### config.mk
export PLATFORM = sky130hd
export DESIGN_NAME = tss_front
export DESIGN_NICKNAME = d
export VERILOG_FILES = /design/src/rtl/tss_pkg.sv /design/src/rtl/tss_front.sv
export SDC_FILE = /design/constraint.sdc
export NUM_CORES = 1
export LEC_CHECK = 0
export BUFFER_PORTS_ARGS = -buffer_cell sky130_fd_sc_hd__buf_2
export CORE_AREA = 2 2 119 133
export DETAILED_ROUTE_END_ITERATION = 6
export DIE_AREA = 0 0 121 135
export SLEW_MARGIN = 10
export SYNTH_ARGS = -nofsm -noshare
export SYNTH_HDL_FRONTEND = slang
export SYNTH_SLANG_ARGS = --single-unit
### constraint.sdc
create_clock -name clk -period 5.7 [get_ports clk]
set_input_delay 0.285 -clock clk [delete_from_list [all_inputs] [get_ports clk]]
set_output_delay 0.285 -clock clk [all_outputs]
set_load 0.05 [all_outputs]
### src/rtl/tss_pkg.sv
// ----------------------------------------------------------------------------
// tss_pkg
// shared widths, action and match codes, and the command format that
// travels from the front end to the execution engine
// ----------------------------------------------------------------------------
`timescale 1ns / 1ps

package tss_pkg;

  localparam int TIME_W        = 63;
  localparam int PRICE_W       = 32;
  localparam int INDEX_W       = 10;
  localparam int COUNT_W       = 11;
  localparam int DEPTH_DEFAULT = 1024;
  localparam int QUEUE_DEPTH   = 4;
  localparam int QUEUE_AW      = $clog2(QUEUE_DEPTH);

  localparam logic [1:0] ACT_ADD    = 2'd0;
  localparam logic [1:0] ACT_CLEAR  = 2'd1;
  localparam logic [1:0] ACT_LOOKUP = 2'd2;
  localparam logic [1:0] ACT_READ   = 2'd3;

  localparam logic [1:0] MODE_EXACT = 2'd0;
  localparam logic [1:0] MODE_NEXT  = 2'd1;
  localparam logic [1:0] MODE_PREV  = 2'd2;

  typedef struct packed {
    logic [1:0]                op;
    logic                      mode_ok;
    logic [1:0]                mode;
    logic [TIME_W-1:0]         tval;
    logic signed [PRICE_W-1:0] price;
    logic [INDEX_W-1:0]        ridx;
  } cmd_t;

endpackage

### src/rtl/tss_front.sv
// ----------------------------------------------------------------------------
// tss_front
// input stage: takes a transfer, classifies it into a command and hands it
// to the command queue
// ----------------------------------------------------------------------------
`timescale 1ns / 1ps

module tss_front (
  input  logic                               clk,
  input  logic                               rst,
  input  logic                               in_valid,
  output logic                               in_stall,
  input  logic [1:0]                         action,
  input  logic [tss_pkg::TIME_W-1:0]         entry_time,
  input  logic signed [tss_pkg::PRICE_W-1:0] entry_price,
  input  logic [tss_pkg::TIME_W-1:0]         query_time,
  input  logic [1:0]                         match_mode,
  input  logic [tss_pkg::INDEX_W-1:0]        read_index,
  output logic                               cmd_valid,
  output tss_pkg::cmd_t                      cmd,
  input  logic                               queue_full
);

  logic hold_valid;
  logic accept;

  assign in_stall  = hold_valid && queue_full;
  assign accept    = in_valid && !in_stall;
  assign cmd_valid = hold_valid;

  always_ff @(posedge clk) begin
    if (rst) begin
      hold_valid <= 1'b0;
    end else if (accept) begin
      hold_valid <= 1'b1;
    end else if (hold_valid && !queue_full) begin
      hold_valid <= 1'b0;
    end
  end

  always_ff @(posedge clk) begin
    if (accept) begin
      cmd.op      <= action;
      cmd.mode    <= match_mode;
      cmd.mode_ok <= match_mode inside {tss_pkg::MODE_EXACT, tss_pkg::MODE_NEXT,
                                        tss_pkg::MODE_PREV};
      cmd.tval    <= (action == tss_pkg::ACT_ADD) ? entry_time : query_time;
      cmd.price   <= entry_price;
      cmd.ridx    <= read_index;
    end
  end

endmodule

==> results.json <==
{
  "p_leak_nw": 2.83,
  "place_area_um2": 6010,
  "fmax_mhz": 446,
  "syn_nets": 362,
  "drv_cap": 0,
  "multi_input_area_um2": 987,
  "cts_made_buffers": 9,
  "setup_viol": 0,
  "gp_congestion": 0.708,
  "clock_sinks": 111,
  "die_w_um": 121,
  "overflow": 0,
  "grt_max_degree": 60,
  "critPathKind": "reg -> reg",
  "dp_cells": 666,
  "syn-cell-area_um2": 4420,
  "ys_seq_elements": 111,
  "cts.path.max_buffers": 2,
  "syn_to_final_growth_pct": 42.1,
  "ys_warn_count": 0,
  "place_hpwl_um": 7980,
  "worstPathMaxFanout": 59,
  "die_h_um": 135,
  "core_area_um2": 14900,
  "dieArea_um2": 16300,
  "insertion_delay_ns": 0.35,
  "num_io_pins": 288,
  "grt_usage_pct": 12.3,
  "synth_top_area_share_pct": 74.7,
  "status": "finished clean",
  "async_flop_share_pct": 0,
  "synth_top_area_cell": "edfxtp_1",
  "cp.arrival_ns": 2.21,
  "start_kind": "register",
  "final-hold-violation-count": 0,
  "avgViaCountPerCell": 4.10,
  "clockRootBuffer": "clkbuf_16",
  "required_ns": 5.67,
  "antenna_found_initial": 2,
  "fill_cells": 1392,
  "synth_edf_count": 110,
  "rsz0062_at_grt": "no",
  "synth.area.top_cells": "edfxtp_1 75%, mux2_4 20%, buf_12 2.7%, mux2_2 0.76%, dfxtp_1 0.45%",
  "drive_above_1_share_pct": 75.7,
  "cts_tree": "built",
  "synth_most_common_cell": "edfxtp_1",
  "synth_common_cells": "110 x edfxtp_1, 60 x mux2_4, 6 x buf_12, 3 x mux2_2",
  "powerDensity_nw_per_um2": 307,
  "cts-resized-gates": 0,
  "min_path_type": "in -> reg",
  "ir_drop_mv": 0.112,
  "drt-total-wl_um": 10200,
  "instances_no_fill": 683,
  "avgSynthCellArea_um2": 23.8,
  "ys_types": 11,
  "finalCritPeriodShare_pct": 39.4,
  "final-seq-area_um2": 3320,
  "setup_tns_ns": 0,
  "first_pass_iters": 4,
  "postCtsSetupRepairBufs": 0,
  "fin_hold_ws_ns": 0.102,
  "p_total_w": 0.00193,
  "drc": 0,
  "relSlewSlack_pct": 51.1,
  "post_drt_wl_per_cell_um": 15.0,
  "synthCells": 186,
  "cts_max_level": 3,
  "ant_nets": 0,
  "rows": 47,
  "floorplan.initialDensity_pct": 29.7,
  "grt_pass1_wl_um": 15000,
  "route.vias.total": 2802,
  "tightest_slew_ns": 0.733,
  "nNetsFinal": 657,
  "end_kind": "register",
  "cts.clk_slew.worst_paths_ns": 0.06,
  "grt_pass1_vias": 2979,
  "port-buffer-count": 287,
  "fin_skew_ns": 0.0108,
  "drt_iter0_markers": 99,
  "ys_seq_area_share_pct": 75.1,
  "period_minus_slack_ns": 2.24,
  "cts-hold-fix-buffers": 0,
  "drv_slew": 0,
  "yosys_most_used_dff": "edfxtp_1",
  "design_area_um2": 6280
}
[sequential cells by signal (all words and copies together), names as in the netlist]
register	flops
cmd_valid	1
cmd	110
[worst max-delay path, stage by stage, from the launching register on]
cell and delay [ns]:
dfxtp_1 0.31, and2_1 0.17, nor2b_4 0.11, buf_4 0.54, buf_4 0.71
[power by group]
part	switching [W]	leakage [nW]	internal (W)
clock network	0.000274	0.119	0.000296
logic	0.000257	1.63	0.000129
registers	0.0000122	1.07	0.000963
[stage by stage]
step	setup WS [ns]	util [%]
2_1_floorplan	1.44	-
5_1_grt	3.25	42.2
4_1_cts	3.37	42.2
3_5_place_dp	3.29	40.4
6_report	3.46	42.2
3_3_place_gp	3.33	40.4
[final timing paths]
path	from	endpoint	slack (ns)	cells after the start
setup reg to reg	cmd_valid	cmd[23]	3.46	4
hold reg to reg	cmd_valid	cmd_valid	0.50	2
hold / removal	rst	cmd_valid	0.10	2
setup / recovery	cmd_valid	cmd[23]	3.46	4
[cell type report]
type                            count  share of cell area [%]
Antenna cell                        1                  0.0398
Clock inverter                      5                   0.557
Sequential cell                   111                    52.9
Tap cell                          196                    3.90
Timing Repair Buffer              290                    23.2
Multi-Input combinational cell     69                    15.7
Clock buffer                       11                    3.70
[cells by family (layout without fill, tap and decap cells)]
family	Yosys count	after routing	share of synthesized area [%]
simple gates	5	5	0.905
buf+inv	6	306	2.72
other cells	0	1	0
mux	63	63	21.1
flops	111	111	75.1
compound gates	1	1	0.113
[routing by layer]
layer,part of all wire [%],track usage (%),vias to the layer above
met4,1.9,5.36,2
met5,0.16,0,-
met3,12,6.04,20
met1,36,13.0,1271
met2,50,20.7,181
li1,-,-,1328
[placed cells by master (no fill, tap or decap)]
master / instances
clkbuf_16: 9
a21oi_1: 1
and2_1: 1
nor2_8: 1
dfxtp_1: 1
clkinv_1: 1
clkbuf_1: 2
nor2_1: 1
mux2_4: 60
mux2_2: 3
clkinvlp_4: 3
buf_4: 3
clkinv_4: 1
nand2_1: 1
diode_2: 1
buf_2: 287
edfxtp_1: 110
nor2b_4: 1
(Power assumes the default switching activity.)
