## config.mk

```make
export PLATFORM = sky130hd
export DESIGN_NAME = tss_queue
export DESIGN_NICKNAME = d
export VERILOG_FILES = /design/src/rtl/tss_pkg.sv /design/src/rtl/tss_queue.sv
export SDC_FILE = /design/constraint.sdc
export NUM_CORES = 1
export LEC_CHECK = 0
export BUFFER_PORTS_ARGS = -buffer_cell sky130_fd_sc_hd__buf_2
export CELL_PAD_IN_SITES_DETAIL_PLACEMENT = 1
export CELL_PAD_IN_SITES_GLOBAL_PLACEMENT = 2
export CORE_MARGIN = 10
export CORE_UTILIZATION = 41
export CTS_CLUSTER_SIZE = 30
export DETAILED_ROUTE_END_ITERATION = 7
export PLACE_DENSITY = 0.88
export SLEW_MARGIN = 10
export SYNTH_ARGS = -nofsm -noshare
export SYNTH_HDL_FRONTEND = slang
export SYNTH_SLANG_ARGS = --single-unit
```

## constraint.sdc

```tcl
create_clock -name clk -period 3.7 [get_ports clk]
set_input_delay 0.37 -clock clk [delete_from_list [all_inputs] [get_ports clk]]
set_output_delay 0.37 -clock clk [all_outputs]
set_load 0.01 [all_outputs]
```

## src/rtl/tss_pkg.sv

```systemverilog
// ----------------------------------------------------------------------------
// tss_pkg
// shared widths, action and match codes, and the command format that
// travels from the front end to the execution engine
// ----------------------------------------------------------------------------
`timescale 1ns / 1ps

package tss_pkg;

  localparam int TIME_W        = 63;
  localparam int PRICE_W       = 32;
  localparam int INDEX_W       = 10;
  localparam int COUNT_W       = 11;
  localparam int DEPTH_DEFAULT = 1024;
  localparam int QUEUE_DEPTH   = 4;
  localparam int QUEUE_AW      = $clog2(QUEUE_DEPTH);

  localparam logic [1:0] ACT_ADD    = 2'd0;
  localparam logic [1:0] ACT_CLEAR  = 2'd1;
  localparam logic [1:0] ACT_LOOKUP = 2'd2;
  localparam logic [1:0] ACT_READ   = 2'd3;

  localparam logic [1:0] MODE_EXACT = 2'd0;
  localparam logic [1:0] MODE_NEXT  = 2'd1;
  localparam logic [1:0] MODE_PREV  = 2'd2;

  typedef struct packed {
    logic [1:0]                op;
    logic                      mode_ok;
    logic [1:0]                mode;
    logic [TIME_W-1:0]         tval;
    logic signed [PRICE_W-1:0] price;
    logic [INDEX_W-1:0]        ridx;
  } cmd_t;

endpackage

```

## src/rtl/tss_queue.sv

```systemverilog
// ----------------------------------------------------------------------------
// tss_queue
// short command queue between the front end and the execution engine
// ----------------------------------------------------------------------------
`timescale 1ns / 1ps

module tss_queue (
  input  logic          clk,
  input  logic          rst,
  input  logic          push_valid,
  input  tss_pkg::cmd_t push_cmd,
  output logic          full,
  input  logic          pop,
  output logic          not_empty,
  output tss_pkg::cmd_t head
);

  tss_pkg::cmd_t                 slots [tss_pkg::QUEUE_DEPTH];
  logic [tss_pkg::QUEUE_AW-1:0]  wr_ptr;
  logic [tss_pkg::QUEUE_AW-1:0]  rd_ptr;
  logic [tss_pkg::QUEUE_AW:0]    fill;
  logic                          push;

  assign full      = (fill == (tss_pkg::QUEUE_AW + 1)'(tss_pkg::QUEUE_DEPTH));
  assign not_empty = (fill != '0);
  assign push      = push_valid && !full;
  assign head      = slots[rd_ptr];

  always_ff @(posedge clk) begin
    if (rst) begin
      wr_ptr <= '0;
      rd_ptr <= '0;
      fill   <= '0;
    end else begin
      if (push) begin
        wr_ptr <= wr_ptr + 1'b1;
      end
      if (pop) begin
        rd_ptr <= rd_ptr + 1'b1;
      end
      if (push && !pop) begin
        fill <= fill + 1'b1;
      end else if (pop && !push) begin
        fill <= fill - 1'b1;
      end
    end
  end

  always_ff @(posedge clk) begin
    if (push) begin
      slots[wr_ptr] <= push_cmd;
    end
  end

endmodule

```

==> metrics.log <==
INFO  metric drt-total-wl = around 36 mm
INFO  metric buffers_on_ports = 225
INFO  metric synthesized_net_count = 742
INFO  metric post-cts-setup-buffer-count = 0
INFO  metric setup_viol = 0
INFO  metric place_hpwl = 21.9 mm
INFO  metric fin_setup_tns = 0 ns
INFO  metric post_cts_resize_count = 0
INFO  metric fmax = ~0.35 GHz
INFO  metric htree_levels = 2
INFO  metric num_vias = 7617
INFO  metric mostFrequentLayoutCell = edfxtp_1
INFO  metric crit-reg2reg-launch = fill[0]
INFO  metric total_power = 12.1 mW
INFO  metric critical_path_required = 3.33 ns
INFO  metric flow.area_growth_from_synthesis = 23.9%
INFO  metric timing.clock.skew = 0.0126 ns
INFO  metric design.portCount = 226
INFO  metric synth-seq-area-share = about 80%
INFO  metric width_of_the_chip = about 220 um
INFO  metric finish.net_count = 1067
INFO  metric cts-buffers-inserted = 47
INFO  metric crit_arrival = about 2.5 ns
INFO  metric max_cap_viol_count = 0
INFO  metric final_layout_size_suffix_gt1_share = 43.0%
INFO  metric final_hold_fails = 0
INFO  metric yosysUniqueCellTypes = 20
INFO  metric clock_tree.buffer_depth = 3
INFO  metric layout_common_cells = edfxtp_1, buf_2, mux4_2
INFO  metric result_of_the_run = finished, final reports clean
INFO  metric instances_no_fill = 1511
INFO  metric gr-usage-all-layers = 15.0%
INFO  metric grt_max_degree = 75
INFO  metric routed_via_density = 5.04
INFO  metric irDropWorstVdd = 469 uV
INFO  metric ff_latch_area = 13400 sq um
INFO  metric number_of_global_route_vias_before_repair = 8672
INFO  metric floorplan.initialDensity = 41.3%
INFO  metric worst-setup-path-type = reg -> out
INFO  metric tritoncts = done
INFO  metric global_route.overflow_total = 0
INFO  metric clk_pin_slew = 0.06 ns
INFO  metric number_of_antenna_violations_at_the_first_check_in_global_routing = 2
INFO  metric ys_ff_latch = 449
INFO  metric max_slew.worst_pin.slew = 0.849 ns
INFO  metric worstSetupStartpointType = flop
INFO  metric hp-start = push_cmd[6]
INFO  metric placementRows = 73
INFO  metric placed_cells_incl_taps = 1361
INFO  metric design.core.area = between 30000 and 40000 sq um
INFO  metric p_leak = between 6 and 7 nW
INFO  metric worst_setup_ep_type = output port
INFO  metric setup_slack = 0.849 ns
INFO  metric numClockSinks = 449
INFO  metric dieHeight = 220 um
INFO  metric worst_slew_margin_rel = between 40% and 50%
INFO  metric cell_chosen_for_the_clock_root = clkbuf_16
INFO  metric finalMaxSlewViolations = 0
INFO  metric rsz0062_at_grt = no
INFO  metric postSynthAreaPerCell = 26.2 sq um
INFO  metric drt.antenna.violating_nets = 0
INFO  metric final_period_minus_worst_setup_slack = 2.85 ns
INFO  metric power_density = 600 nW/um^2
INFO  metric final_min_period_over_clock_period = 77.1%
INFO  metric grt_pass1_wl = 54.4 mm
INFO  metric worstSkewPairLatency = 0.56 ns
INFO  metric wire_per_inst = 23.6 um
INFO  metric worstPathMaxFanout = slightly below 50
INFO  metric hold_buffers = 62
INFO  metric routabilityCongestion = 0.713
INFO  metric nFillCells = ~3500
INFO  metric multi_input_comb_area = 2740 sq um
INFO  metric first_pass_iters = 5
INFO  metric syn-instance-count = approximately 620
INFO  metric detail_route.iter0.violations = 478
INFO  metric die-area = 48200 sq um
INFO  metric drc_errors = 0
INFO  metric place_ws = roughly 1.3 ns
INFO  metric syn_area = 16300 sq um
INFO  metric min-delay-path-class = in -> reg
INFO  metric yosys_warnings = 0
INFO  metric fin_util = 51.1%
-- metrics by stage --
stage | hold WS, ns | area, sq um
global route | 0.00609 | 20200
detailed placement | 0.503 | 18100
floorplan | 0.461 | 16300
global placement | 0.474 | 18100
CTS | 0.0000743 | 20200
finish | 0.0381 | 20200
-- final timing paths --
path,to,slack [ns],cells after the start
worst max-delay path,head[28],0.85,3
worst min-delay path,slots[2][6],0.04,1
worst max register to register,fill[2],1.36,8
worst min register to register,wr_ptr[1],0.52,2
-- logic make-up after synthesis --
kind of cell / after synthesis / share of synthesized area (%)
AND/OR/NAND/NOR: 17 / 0.552
multiplexers: 112 / 15.3
flip-flops: 449 / 82.0
XOR/XNOR: 4 / 0.215
buffers and inverters: 30 / 1.28
AO/OA/AOI/OAI: 4 / 0.123
adder cells (fa/ha/maj): 6 / 0.506
-- Yosys cell counts --
master,count,area (sq um)
o21ai_0,2,10.0
xor2_1,3,26.3
nor2_1,6,22.5
xnor2_1,1,8.76
mux2i_1,2,20.0
buf_6,11,124
nor3b_1,1,7.51
nand2b_1,2,12.5
inv_1,5,18.8
mux4_2,110,2480
fa_1,1,20.0
and2_1,4,25.0
clkbuf_1,3,11.3
a21oi_1,2,10.0
dfxtp_1,9,180
ha_1,5,62.6
buf_2,11,55.1
or3_1,3,18.8
edfxtp_1,440,13200
nand2_1,1,3.75
-- layout make-up --
type                            instances  share of cell area, %
Sequential cell                       449                   66.3
Antenna cell                            1                 0.0124
Inverter                                5                 0.0928
Tap cell                              525                   3.25
Clock inverter                         30                  0.959
Clock buffer                           57                   6.31
Multi-Input combinational cell        143                   13.5
Timing Repair Buffer                  301                   9.59
-- report_power, final --
group	switching (mW)	leakage [nW]	internal (mW)	total, mW
sequential	0.128	4.11	6.05	6.18
clock	1.84	0.728	2.59	4.43
combinational	0.850	1.98	0.678	1.53
-- state kept, by name, summed over array words and instances (netlist names), named ones only --
register and count:
rd_ptr 2, slots 440, fill 3, wr_ptr 2
-- routing by layer --
layer | up-vias | part of all wire [%] | GRT usage (%)
met2 | 223 | 52 | 26.0
met4 | 4 | 1.9 | 4.73
met3 | 56 | 6.8 | 3.99
met1 | 4003 | 39 | 18.1
met5 | - | 0.064 | 0
li1 | 3331 | - | -
-- worst max-delay path, cell delays in order, from the launching register on --
cell	delay, ns
dfxtp_4	0.89
buf_4	0.42
mux4_2	0.39
buf_2	0.17
Power figures use the tool's default switching activity.
